===== src/rtl/skt_pkg.sv =====
`default_nettype none
package skt_pkg;

	localparam int TABLE_CAPACITY = 1024;
	localparam int HASH_BYTES = 20;

	localparam int SERVICE_W = 8;
	localparam int FIELD_W = 8;
	localparam int UPPER_W = 64;
	localparam int MIDDLE_W = 64;
	localparam int LOWER_W = 8 * HASH_BYTES - UPPER_W - MIDDLE_W;

	localparam int STATUS_W = 2;
	localparam int HANDLE_W = 10;
	localparam int POS_W = 11;

	// field order gives the key order when compared as one vector
	typedef struct packed {
		logic [SERVICE_W-1:0] service;
		logic [FIELD_W-1:0]   field_id;
		logic [UPPER_W-1:0]   hash_upper;
		logic [MIDDLE_W-1:0]  hash_middle;
		logic [LOWER_W-1:0]   hash_lower;
	} key_t;

	typedef enum logic [STATUS_W-1:0] {
		ST_FOUND    = 2'd0,
		ST_INSERTED = 2'd1,
		ST_FULL     = 2'd2
	} status_t;

	typedef enum logic {
		S_IDLE,
		S_UPDATE
	} state_t;

	typedef struct packed {
		logic compare;
		logic occupied;
		logic load_new;
		logic shift;
	} cell_ctrl_t;

endpackage
`default_nettype wire


===== src/rtl/skt_cell.sv =====
`default_nettype none
module skt_cell #(
	parameter int HW = 10
) (
	input  wire                 clk,
	input  wire                 arst_n,
	input  skt_pkg::cell_ctrl_t ctrl,
	input  skt_pkg::key_t       req_key,
	input  skt_pkg::key_t       new_key,
	input  wire [HW-1:0]        new_handle,
	input  skt_pkg::key_t       prev_key,
	input  wire [HW-1:0]        prev_handle,
	output skt_pkg::key_t       key_q,
	output logic [HW-1:0]       handle_q,
	output logic                gt_q,
	output logic                eq_q
);

	always_ff @(posedge clk) begin
		if (ctrl.load_new) begin
			key_q    <= new_key;
			handle_q <= new_handle;
		end else if (ctrl.shift) begin
			key_q    <= prev_key;
			handle_q <= prev_handle;
		end
	end

	always_ff @(posedge clk or negedge arst_n) begin
		if (!arst_n) begin
			gt_q <= 1'b0;
			eq_q <= 1'b0;
		end else if (ctrl.compare) begin
			gt_q <= ctrl.occupied && (req_key > key_q);
			eq_q <= ctrl.occupied && (req_key == key_q);
		end
	end

endmodule
`default_nettype wire


===== config.mk =====
export PLATFORM = sky130hd
export DESIGN_NAME = skt_cell
export DESIGN_NICKNAME = d
export VERILOG_FILES = /design/src/rtl/skt_pkg.sv /design/src/rtl/skt_cell.sv
export SDC_FILE = /design/constraint.sdc
export NUM_CORES = 1
export LEC_CHECK = 0
export BUFFER_PORTS_ARGS = -buffer_cell sky130_fd_sc_hd__buf_2
export CORE_AREA = 2 2 286 288
export DETAILED_ROUTE_END_ITERATION = 12
export DIE_AREA = 0 0 288 290
export SLEW_MARGIN = 25
export SYNTH_ARGS = -nofsm -noshare
export SYNTH_HDL_FRONTEND = slang
export SYNTH_SLANG_ARGS = --single-unit

===== constraint.sdc =====
create_clock -name clk -period 5.6 [get_ports clk]
set_input_delay 0.84 -clock clk [delete_from_list [all_inputs] [get_ports clk]]
set_output_delay 0.84 -clock clk [all_outputs]
set_load 0.005 [all_outputs]

======== After elaboration in Yosys (flattened, before gate mapping) ========
Cells that the tools add are included.
word-level totals
  register bits after elaboration ......... 188
  input port bits ......................... 554
  word-level logic and storage cells ...... 17
cells by class
  $lt $le $gt $ge ......................... 1
  equal/unequal tests ..................... 1
  multiplexer cells ....................... 4
  reduce and logical (&&, ||, !) cells .... 3
operators with widths
  operator           count
  $mux 176           2
  $eq 176x176->1     1
  $gt 176x176->1     1
  $mux 10            2
  $logic_and 1x1->1  2
  $reduce_bool 2->1  1

======== Logic depth before layout (Yosys ltp) ========
Gate-level depths: netlist (run 1).
  depth in word-level cells ............... 2
  mapped depth ............................ 9
  gate-level depth less buffers ........... 9

======== Worst setup path after synthesis (run 1) ========
No wires, ideal clock.
  kind .................................... in2reg
  start ................................... input ctrl[1] (netlist name)
  end ..................................... register handle_q[0] (enable)
  library setup time ...................... 468 ps
  data arrival time ....................... 3,919 ps
  setup slack ............................. 1,213 ps
  stages on the path ...................... 4
  path through ............................ clkbuf_1 clkbuf_1 buf_2 or2_2
on the way
  longest elaborated chain between the ends .. 1
RTL lines
  item                         RTL line        text
  from (decl)                  skt_cell.sv:7   input skt_pkg::cell_ctrl_t ctrl,
  $reduce_bool 2->1 (no line)  n/a
  to (signal assigned)         skt_cell.sv:22  handle_q <= new_handle;
  to (signal assigned)         skt_cell.sv:25  handle_q <= prev_handle;
  to (decl)                    skt_cell.sv:14  output logic [HW-1:0] handle_q,
No other way between the ends.
A chain may end at the register's enable or synchronous reset.

======== Worst setup path after layout (run 1) ========
  start ................................... input req_key[135] (netlist name)
  end ..................................... register gt_q
on the way
  longest elaborated chain between the ends .. 2
RTL lines
  item                  RTL line        text
  from (decl)           skt_cell.sv:8   input skt_pkg::key_t req_key,
  $gt 176x176->1        skt_cell.sv:34  gt_q <= ctrl.occupied && (req_key > key_q);
  $logic_and 1x1->1     skt_cell.sv:34
  to (signal assigned)  skt_cell.sv:34
  to (decl)             skt_cell.sv:15  output logic gt_q,
No other way between the ends.

==> results of run 1 <==
-- worst paths after layout --
kind	slack, ns	start	endpoint
min in group clk	0.60	eq_q$_DFFE_PN0P_	eq_q$_DFFE_PN0P_
worst min-delay path	0.13	arst_n	gt_q$_DFFE_PN0P_
worst min register to register	0.60	eq_q$_DFFE_PN0P_	eq_q$_DFFE_PN0P_
worst max-delay path	2.75	req_key[135]	gt_q$_DFFE_PN0P_
worst max register to register	2.77	key_q[135]$_DFFE_PP_	gt_q$_DFFE_PN0P_
max in group asynchronous	5.35	arst_n	eq_q$_DFFE_PN0P_
-- area by class of cell --
cell class / instances / area (um2) / area share
Clock inverter: 15 / 192.7 / 0.01066
Antenna cell: 10 / 25.02 / 0.001385
Inverter: 181 / 679.4 / 0.03759
Timing Repair Buffer: 749 / 3815 / 0.2111
Sequential cell: 188 / 5635 / 0.3118
Multi-Input combinational cell: 648 / 5974 / 0.3306
Clock buffer: 17 / 425.4 / 0.02354
Tap cell: 1060 / 1326 / 0.07338
-- stage by stage --
step	total power [W]	cell area [um2]	instances	hold WS [ns]
2_1_floorplan	0.002367	12370	1038	0.5255
3_3_place_gp	0.002957	17430	2826	0.5846
3_5_place_dp	0.002968	17430	2826	0.5724
4_1_cts	0.004390	18050	2858	0.03170
5_1_grt	0.004553	18070	2867	0.06455
6_report	0.004282	18070	2868	0.1281
-- cells by family (layout without fill, tap and decap cells) --
family / Yosys count / count (layout) / share of synthesized area
buffers and inverters: 202 / 962 / 0.06141
multiplexers: 186 / 186 / 0.1694
other: 0 / 10 / 0
AND/OR/NAND/NOR: 141 / 141 / 0.06344
flip-flops: 188 / 188 / 0.4557
AO/OA/AOI/OAI: 145 / 145 / 0.07204
adder cells (fa/ha/maj): 176 / 176 / 0.1781
-- worst register-to-register path, cell delays in order (launching register included) --
cell and delay (ns):
edfxtp_1 0.37, inv_1 0.05, ha_1 0.30, nand4_1 0.23, nor4_2 0.72, nand4_2 0.29, nor2_4 0.23, o21ai_0 0.11
o221a_1 0.30, a31oi_1 0.17
-- flip-flops by register name (all words and copies together), names as in the netlist --
signal / flops
gt_q: 1
handle_q: 10
key_q: 176
eq_q: 1
-- metal layers --
metal	share of wire	track usage	wire (um)	vias to the layer above
li1	-	-	-	5341
met5	0	0	0	-
met3	0.067	0.03184	3416	72
met2	0.53	0.2226	26850	526
met4	0.031	0.04916	1596	0
met1	0.37	0.1226	18900	4881
-- power groups by stage --
stage	Combinational, W	Sequential (W)	Clock (W)
3_3_place_gp	0.00110	0.00186	0
6_report	0.00108	0.00183	0.00137
3_5_place_dp	0.00110	0.00186	0
2_1_floorplan	0.000515	0.00185	0
4_1_cts	0.00111	0.00183	0.00144
5_1_grt	0.00123	0.00185	0.00148
-- synth_stat cells --
| cell | instances | area share |
|---|---|---|
| a211o_1 | 4 | 0.0028 |
| a211oi_1 | 11 | 0.0067 |
| a21boi_0 | 1 | 0.00061 |
| a21o_1 | 8 | 0.0049 |
| a21oi_1 | 63 | 0.025 |
| a221o_1 | 2 | 0.0016 |
| a221oi_1 | 5 | 0.0035 |
| a22oi_1 | 2 | 0.0012 |
| a31o_2 | 1 | 0.00071 |
| a31oi_1 | 3 | 0.0015 |
| and2b_1 | 1 | 0.00061 |
| buf_2 | 1 | 0.00040 |
| clkbuf_1 | 20 | 0.0061 |
| dfrtp_1 | 2 | 0.0040 |
| edfxtp_1 | 186 | 0.45 |
| ha_1 | 176 | 0.18 |
| inv_1 | 181 | 0.055 |
| mux2_2 | 186 | 0.17 |
| nand2_1 | 39 | 0.012 |
| nand2_2 | 1 | 0.00051 |
| nand2b_1 | 1 | 0.00051 |
| nand3_1 | 13 | 0.0053 |
| nand4_1 | 39 | 0.020 |
| nand4_2 | 3 | 0.0030 |
| nand4_4 | 1 | 0.0017 |
| nor2_1 | 18 | 0.0055 |
| nor2_4 | 1 | 0.00091 |
| nor2b_1 | 1 | 0.00051 |
| nor3_1 | 11 | 0.0045 |
| nor4_1 | 5 | 0.0025 |
| nor4_2 | 4 | 0.0040 |
| o211ai_1 | 10 | 0.0061 |
| o21a_1 | 3 | 0.0018 |
| o21ai_0 | 20 | 0.0081 |
| o21ai_1 | 6 | 0.0024 |
| o221a_1 | 1 | 0.00091 |
| o221a_2 | 1 | 0.00091 |
| o221ai_1 | 1 | 0.00071 |
| o22ai_1 | 1 | 0.00051 |
| o31a_1 | 1 | 0.00071 |
| o31a_2 | 1 | 0.00081 |
| or2_2 | 1 | 0.00051 |
| or4_4 | 2 | 0.0018 |
==> impl_results.md, run 1 <==
* Outcome: complete, no violations
* Commonest non-fill, non-tap cell in the layout: buf_2
* Worst EP required at 6.02 ns
* FMAX at 351.0 MHz
* I/O Buffers at 741
* Post-cts sizing count at 0
* LEAKAGE at 8.739 nW
* RSZ-0062 raised after global routing: false
* Max incr delay on CP at 0.71 ns
* Initial DRT Pass Iterations at 4
* Die area at 0.08352 mm2
* DRT iter0 DRCs at 326
* Share of layout cells above drive strength 1 at 0.5462
* TNS Setup at 0 ns
* Kind of cell adding the most delay to the critical path: simple AND/OR/NAND/NOR gates
* Internal Power at 0.003015 W
* Post-synthesis cell area at 0.01237 mm2
* Worst-path clk slew at 0.08 ns
* Largest net degree at the start of global routing at 102
* Clock latency on the worst-skew pair at 0.51 ns
* Fillers at 8723
* Final Max Tran Viols at 0
* Hold Path Class: primary input to async pin
* Die H at 290 um
* Slowest-stage cell, CP: nor4_2
* Fin crit share at 0.5088
* CTS max path bufs at 2
* Overflow after GRT at 0
* Worst rel slew slack at 0.4455
* Drt drc at 0
* Post-detailed-route wirelength per cell at 17.70 um
* Final setup fails at 0
* Core Area at 0.08016 mm2
* Cts hold-fix bufs at 0
* Post-synthesis sequential element count at 188
* Detailed-route via count at 10820
* Cts bufs inserted at 17
* Vias in the first global route at 11140
* Worst-margin pin slew at 0.8317 ns
* WP data arrival at 3.27 ns
* Max cap viols at 0
* Cell count after synthesis at 1038
* Final HPWL DP at 43.95 mm
* GP Congestion at 0.8497
* Final WL at 50.76 mm
* Number of warnings issued by yosys at 0
* Row count at 104
* Cell variety after synth at 43
* CP Depth at 9
* Syn_nets at 1768
* Final Critical Period at 2.849 ns
* First-pass GRT wire length at 70.20 mm
* Total clock sinks at 188
* Gr usage total at 0.1186
* Startpoint class of the critical path: primary input
* Seq/Total Area, Yosys at 0.4557
* Fin util at 0.2255
* Final Hold Viols at 0
* Worst reg2reg path depth at 9
* CP max FO at 4
* # nets final at 2515
* Pwr Density at 236.9 mW/mm2
* Clock network power share at 0.320
* Vias per cell at 3.773
* Htree depth at 4
* Sw Ratio at 0.2959
* Chip Width at 288 um
* NetSw at 0.001267 W
* Setup Buffers After CTS at 0
* Min setup slack post-route at 2.751 ns
* Critical path type: primary input to flop
* Pre-CTS setup slack at 1.963 ns
* Crit end category: flop
* TritonCTS clock tree: built
* Comb pwr share at 0.253
* Clock skew at 0.01702 ns
* Initial antenna violation count at 29
* CP cell instances: buf_2, ha_1, nand4_1, nor4_2, nand4_2, nor2_4, o21ai_0, o221a_1, a31oi_1
* Max VDD drop at 0.0002287 V
* Initial Utilization at 0.1543
* Synth Area per Inst at 11.91 um2
* Clock Tree Root: clkbuf_16
* # IOs at 742
* Seq pwr share at 0.427
* Layout area overhead at 46.15%
* Post-route ant nets at 0
* Number of buffer and inverter stages on the critical path at 1
* Commonest non-fill, non-tap cells in the layout: 740 x buf_2, 186 x mux2_2, 186 x edfxtp_1, 181 x inv_1, 176 x ha_1
No activity file was read; power rests on OpenSTA's default activity.
==> inputs of run 2 (changes only) <==
==> constraint.sdc (replaced) <==
create_clock -name clk -period 2.58 [get_ports clk]
set_input_delay 0.387 -clock clk [delete_from_list [all_inputs] [get_ports clk]]
set_output_delay 0.387 -clock clk [all_outputs]
set_load 0.005 [all_outputs]
==> run 2 against run 1 <==
Sequential power rose by 120%. Total power is 110% higher. First-iteration DRC count down 12%. Largest power group unchanged. Cell area rose by 2.3%. Register-to-register slack lost 2.6 ns. Die area unchanged. Critical endpoint unchanged.
==> impl_results.md, run 2 (same netlist as run 1, synthesis figures left out) <==
* FMAX at 409.4 MHz
* Reg2reg setup slack at 0.14 ns (-2.63 ns)
* Placed cell area at 0.01776 mm2 (+1.9%)
* Biggest register: key_q
* Most used cell, CP: a21o_1
* Startpoint class of the critical path: flop
* Final WL at 52.19 mm (+2.8%)
* CP Depth at 9 (unchanged)
* Chip Width at 288 um (unchanged)
* RSZ-0062 raised after global routing: false
* Cts bufs inserted at 17 (unchanged)
* First-pass GRT wire length at 72.49 mm (+3.3%)
* Share of layout cells above drive strength 1 at 0.5605 (+0.01434)
* Kind of cell adding the most delay to the critical path: compound AO/OA/AOI/OAI gates
* WP data arrival at 2.82 ns (-0.45 ns)
* Final HPWL DP at 45.52 mm (+3.6%)
* Die area at 0.08352 mm2 (unchanged)
* Worst EP required at 2.96 ns (-3.06 ns)
* Clock Tree Root: clkbuf_16
* GP Congestion at 0.8747 (+2.9%)
* Final non-filler cell area at 0.01849 mm2 (+2.3%)
* Crit end category: flop
* Initial Utilization at 0.1543 (unchanged)
* Final Max Tran Viols at 0 (unchanged)
* Fin crit share at 0.9468
* Final Power at 0.009191 W (+110%)
* Worst reg2reg path depth at 9 (unchanged)
* Layout area overhead at 49.47%
* # nets final at 2560 (+1.8%)
* Max cap viols at 0 (unchanged)
* Top Registers: key_q: 176 flops, handle_q: 10 flops
* Htree depth at 4 (unchanged)
* I/O Buffers at 741 (unchanged)
* Commonest non-fill, non-tap cell in the layout: buf_2
* CTS max path bufs at 2 (unchanged)
* Hold Path Class: primary input to flop
* Drt drc at 0 (unchanged)
* Total clock sinks at 188 (unchanged)
* Gr usage total at 0.1224 (+0.003867)
* Origin of the worst setup path: key_q[44]$_DFFE_PP_
* Initial DRT Pass Iterations at 4 (unchanged)
* Overflow after GRT at 0 (unchanged)
* Post-route ant nets at 0 (unchanged)
* Commonest non-fill, non-tap cells in the layout: 740 x buf_2, 186 x mux2_2, 186 x edfxtp_1, 181 x inv_1, 175 x ha_1
* Critical Path End: gt_q$_DFFE_PN0P_
* Clock latency on the worst-skew pair at 0.50 ns (about the same)
* Worst-path clk slew at 0.09 ns (about the same)
* LEAKAGE at 8.976 nW (+2.7%)
* Die H at 290 um (unchanged)
* Core Area at 0.08016 mm2 (unchanged)
* CP max FO at 2 (-2)
* Row count at 104 (unchanged)
* Max reg flops at 176 (unchanged)
* Number of buffer and inverter stages on the critical path at 1 (unchanged)
* Pwr Density at 497.2 mW/mm2 (+110%)
* FF-to-FF Start: key_q[44]$_DFFE_PP_
* Outcome: complete, no violations
* Post-detailed-route wirelength per cell at 17.91 um (+1.2%)
* Worst-margin pin slew at 0.5412 ns (-0.2905 ns)
* Final Hold Viols at 0 (unchanged)
* TritonCTS clock tree: built
* Critical path type: flop to flop
* Initial antenna violation count at 25 (-14%)
* Worst r2r dst: gt_q$_DFFE_PN0P_
* Max incr delay on CP at 0.40 ns (-0.31 ns)
* Clock skew at 0.02086 ns (+0.003843 ns)
* Vias in the first global route at 11580 (+3.9%)
* Final setup fails at 0 (unchanged)
* DRT iter0 DRCs at 287 (-12%)
* Final Critical Period at 2.443 ns
* Vias per cell at 3.775 (about the same)
* Worst rel slew slack at 0.6354 (+0.1899)
* # IOs at 742 (unchanged)
* Slowest-stage cell, CP: a221o_1
* Detailed-route via count at 11000 (+1.7%)
* Max VDD drop at 0.0004810 V (+110%)
* Hold WS at 0.1324 ns (+0.004309 ns)
* Fillers at 8710 (-0.15%)
* CP cell instances: inv_1, ha_1, a21o_1, a21o_1, a221o_1, a211oi_4, o31a_1, o221a_1, a31oi_1
* Largest net degree at the start of global routing at 52 (-49%)
[run 2: cell types whose count changed in the layout (fill, tap and decap cells not counted), moves of 3 or more]
cell / before / now
buf_4: 5 / 47
clkinv_2: 5 / 1
bufinv_16: 4 / 1
clkinvlp_4: 0 / 3
nor4_4: 0 / 3
[run 2: routing by layer]
metal / up-vias / wire length, um / track usage
met1: 4982 / 18540 / 0.1188
met3: 82 / 4175 / 0.04316
met4: 6 / 1793 / 0.05396
li1: 5432 / - / -
met2: 502 / 27660 / 0.2300
met5: - / 29 / 0
[run 2: report_power, final]
group | internal (W) | switching (W) | total [W]
clock | 0.00135 | 0.00137 | 0.00272
sequential | 0.00375 | 0.000203 | 0.00396
combinational | 0.00125 | 0.00126 | 0.00251
[run 2: layout make-up]
class / instances / area, um2 / area share
diodes: 12 / 30.03 / 0.001624
repair buffers: 794 / 4180 / 0.2261
inverters: 181 / 679.4 / 0.03675
flip-flops and latches: 188 / 5635 / 0.3049
clock inverters: 14 / 136.4 / 0.007378
multi-input cells: 648 / 6068 / 0.3283
clock buffers: 18 / 429.2 / 0.02322
well taps: 1060 / 1326 / 0.07175
[run 2: how the worst min path moves through the flow]
stage	from	to	slack, ns	depth (start not counted)
floorplan	arst_n	eq_q$_DFFE_PN0P_	0.09	0
global placement	arst_n	eq_q$_DFFE_PN0P_	0.20	1
detailed placement	arst_n	eq_q$_DFFE_PN0P_	0.20	1
CTS	ctrl[2]	eq_q$_DFFE_PN0P_	0.06	3
global route	ctrl[2]	eq_q$_DFFE_PN0P_	0.1	3
finish	ctrl[2]	eq_q$_DFFE_PN0P_	0.13	3
[run 2: stage by stage]
step / setup TNS [ns] / setup slack (ns) / util / cells
after floorplan: -4.005 / -0.02153 / - / 1038
after global placement: -0.2533 / -0.2533 / 0.2215 / 2866
after detailed placement: -0.3214 / -0.3214 / 0.2215 / 2866
after CTS: 0 / 0.01064 / 0.2288 / 2899
after global routing: 0 / 0.002642 / 0.2305 / 2912
final: 0 / 0.1371 / 0.2306 / 2915
[run 2: worst reg2reg max path, delay by kind of cell, from the launching register on]
family                   cells  cell delay (ns)
AO/OA/AOI/OAI                7             1.64
adder cells (fa/ha/maj)      1             0.21
buffers and inverters        1             0.13
flip-flops                   1             0.35
[run 2: what timing repair did]
item / 4_1_cts / 5_1_grt
gates resized for setup: 1 / 12
endpoints found under the setup margin: 1 / 1
hold buffers: 1 / 0
pin swaps: 0 / 8
hold endpoints to repair: 2 / 0
buffers inserted: 0 / 4
==> inputs of run 3 (changes only) <==
--- a/config.mk
+++ b/config.mk
@@ -5,7 +5,7 @@
 export SDC_FILE = /design/constraint.sdc
 export NUM_CORES = 1
 export LEC_CHECK = 0
-export BUFFER_PORTS_ARGS = -buffer_cell sky130_fd_sc_hd__buf_2
+export BUFFER_PORTS_ARGS = -buffer_cell sky130_fd_sc_hd__clkbuf_2
 export CORE_AREA = 2 2 286 288
 export DETAILED_ROUTE_END_ITERATION = 12
 export DIE_AREA = 0 0 288 290
==> run 3 against run 2 <==
Clock power barely moved. Wire length decreased by 1.5%. Count of clock-buffer cells in the layout unchanged. Critical path depth is 2 higher. First-iteration DRC count down 4.9%. Total power fell by 0.31%. Register-to-register slack barely moved. Die area unchanged. Combinational power about the same. Final cell count is the same. Via count rose by 0.12%.
==> impl_results.md, run 3 (same netlist as run 1, synthesis figures left out) <==
* Outcome: complete, no violations
* Max VDD drop at 0.0004708 V (-2.1%)
* Post-route ant nets at 0 (unchanged)
* Initial DRT Pass Iterations at 6 (+2)
* Seq pwr share at 0.433 (+0.002)
* Worst-path clk slew at 0.08 ns (about the same)
* Sw Ratio at 0.3063 (-0.002206)
* Commonest non-fill, non-tap cells in the layout: 740 x clkbuf_2, 186 x mux2_2, 186 x edfxtp_1, 181 x inv_1, 176 x ha_1
* Critical path type: flop to flop
* RSZ-0062 raised after global routing: true
* TritonCTS clock tree: built
* Commonest non-fill, non-tap cell in the layout: clkbuf_2
* Clock latency on the worst-skew pair at 0.48 ns (-0.02 ns)
* LEAKAGE at 9.175 nW (+2.2%)
* GP Congestion at 0.8453 (-3.4%)
* DRT iter0 DRCs at 273 (-4.9%)
* FMAX at 411.1 MHz (+0.42%)
* I/O Buffers at 741 (unchanged)
* Fin util at 0.2314 (+0.0007650)
* Comb pwr share at 0.271 (-0.002)
* Final Critical Period at 2.433 ns (-0.01010 ns)
* Layout area overhead at 49.97%
* Reg2reg setup slack at 0.15 ns (about the same)
* Placed instance count at 2868 (+0.070%)
* Crit end category: flop
* Clock skew at 0.009778 ns (-0.01108 ns)
* Share of layout cells above drive strength 1 at 0.5599 (-0.0006076)
* Final Power at 0.009163 W (-0.31%)
* Biggest register: key_q
* Internal Power at 0.006356 W (about the same)
* Finished Layout Cells at 2915 (unchanged)
* CP max FO at 4 (+2)
* Gr usage total at 0.1216 (-0.0008664)
* Vias in the first global route at 11730 (+1.3%)
* Final Hold Viols at 0 (unchanged)
* NetSw at 0.002807 W (-1.0%)
* First-pass GRT wire length at 72.31 mm (-0.25%)
* Final WL at 51.39 mm (-1.5%)
* # IOs at 742 (unchanged)
* Final HPWL DP at 45.51 mm (about the same)
* Post-detailed-route wirelength per cell at 17.63 um (-1.5%)
* Max cap viols at 0 (unchanged)
* Die H at 290 um (unchanged)
* Hold WS at 0.1401 ns (+0.007616 ns)
* Die area at 0.08352 mm2 (unchanged)
* Clock network power share at 0.296 (about the same)
* Clock Tree Root: clkbuf_16
* WP data arrival at 2.84 ns (+0.02 ns)
* Pwr Density at 494.0 mW/mm2 (-0.64%)
* Initial antenna violation count at 19 (-24%)
* Chip Width at 288 um (unchanged)
* Vias per cell at 3.779 (+0.12%)
* Overflow after GRT at 0 (unchanged)
* Worst rel slew slack at 0.6873 (+0.05189)
* Largest net degree at the start of global routing at 54 (+3.8%)
* Fin crit share at 0.9429 (-0.003915)
* Cts bufs inserted at 17 (unchanged)
* # nets final at 2563 (+0.12%)
* Startpoint class of the critical path: flop
* Initial Utilization at 0.1543 (unchanged)
* Htree depth at 4 (unchanged)
* Final Max Tran Viols at 0 (unchanged)
* Top Registers: key_q: 176 flops, handle_q: 10 flops
* Core Area at 0.08016 mm2 (unchanged)
* Drt drc at 0 (unchanged)
* Total clock sinks at 188 (unchanged)
* Final setup fails at 0 (unchanged)
* CTS max path bufs at 2 (unchanged)
* Worst EP required at 2.99 ns (+0.03 ns)
* Worst-margin pin slew at 0.4642 ns (-0.07702 ns)
* Max reg flops at 176 (unchanged)
* Hold Path Class: primary input to flop
* Row count at 104 (unchanged)
* Detailed-route via count at 11020 (+0.12%)
-- run 3: cell types whose count changed in the layout (fill, tap and decap cells not counted), sizes merged --
| cell | before | now |
|---|---|---|
| inv | 187 | 189 |
| buf | 792 | 55 |
| diode | 12 | 10 |
| clkinvlp | 3 | 2 |
| clkbuf | 19 | 759 |
| clkinv | 4 | 2 |
-- run 3: per-stage QoR --
step	setup slack [ns]	setup TNS (ns)	instance area [um2]
4_1_cts	0.008579	0	18420
2_1_floorplan	-0.02153	-4.005	12400
5_1_grt	-0.01553	-0.03044	18540
3_3_place_gp	-0.2427	-0.2522	17830
3_5_place_dp	-0.2687	-0.3230	17830
6_report	0.1472	0	18550
-- run 3: path summary, 6_finish.rpt --
kind                                      start          endpoint  cells past startpoint
max                        key_q[172]$_DFFE_PP_  gt_q$_DFFE_PN0P_                     11
min                                     ctrl[2]  eq_q$_DFFE_PN0P_                      3
max reg2reg                key_q[172]$_DFFE_PP_  gt_q$_DFFE_PN0P_                     11
min reg2reg                    eq_q$_DFFE_PN0P_  eq_q$_DFFE_PN0P_                      2
max in group asynchronous                arst_n  gt_q$_DFFE_PN0P_                      2
min in group asynchronous                arst_n  eq_q$_DFFE_PN0P_                      2
-- run 3: power groups by stage --
stage / clock, W / sequential, W / combinational (W)
after global routing: 0.00295 / 0.00401 / 0.00281
after detailed placement: 0 / 0.00405 / 0.00251
after floorplan: 0 / 0.00401 / 0.00112
final: 0.00271 / 0.00397 / 0.00248
after global placement: 0 / 0.00403 / 0.00248
after CTS: 0.00287 / 0.00398 / 0.00253
-- run 3: repair_timing --
item / CTS / global route
setup endpoints to repair: 2 / 2
setup buffers: 0 / 5
resized for setup: 2 / 10
pin swaps: 1 / 7
hold buffers: 1 / 0
hold endpoints to repair: 2 / 0
-- run 3: final cells by class --
class,count,area (um2)
clock inverter,13,132.6
antenna,10,25.02
clock buffer,18,429.2
sequential,188,5635
fill,8675,61610
inverter,181,679.4
timing repair buffer,797,4265
multi-input combinational,648,6053
tap,1060,1326
-- run 3: worst max-delay path: stages, from the launching register on --
cell	delay [ns]
edfxtp_1	0.37
inv_1	0.07
ha_1	0.29
nand4_1	0.22
nor4_4	0.38
buf_4	0.19
nand4_4	0.12
nor2_4	0.17
buf_4	0.13
o211ai_1	0.08
o221a_1	0.17
a31oi_1	0.16
-- run 3: metal layers --
metal	up-vias	share of wire	wire, um	global-route usage
met3	64	0.075	3874	0.03954
met1	5043	0.35	18170	0.1186
li1	5428	-	-	-
met2	476	0.54	27630	0.2321
met4	6	0.033	1675	0.04929
met5	-	0.00080	41	0
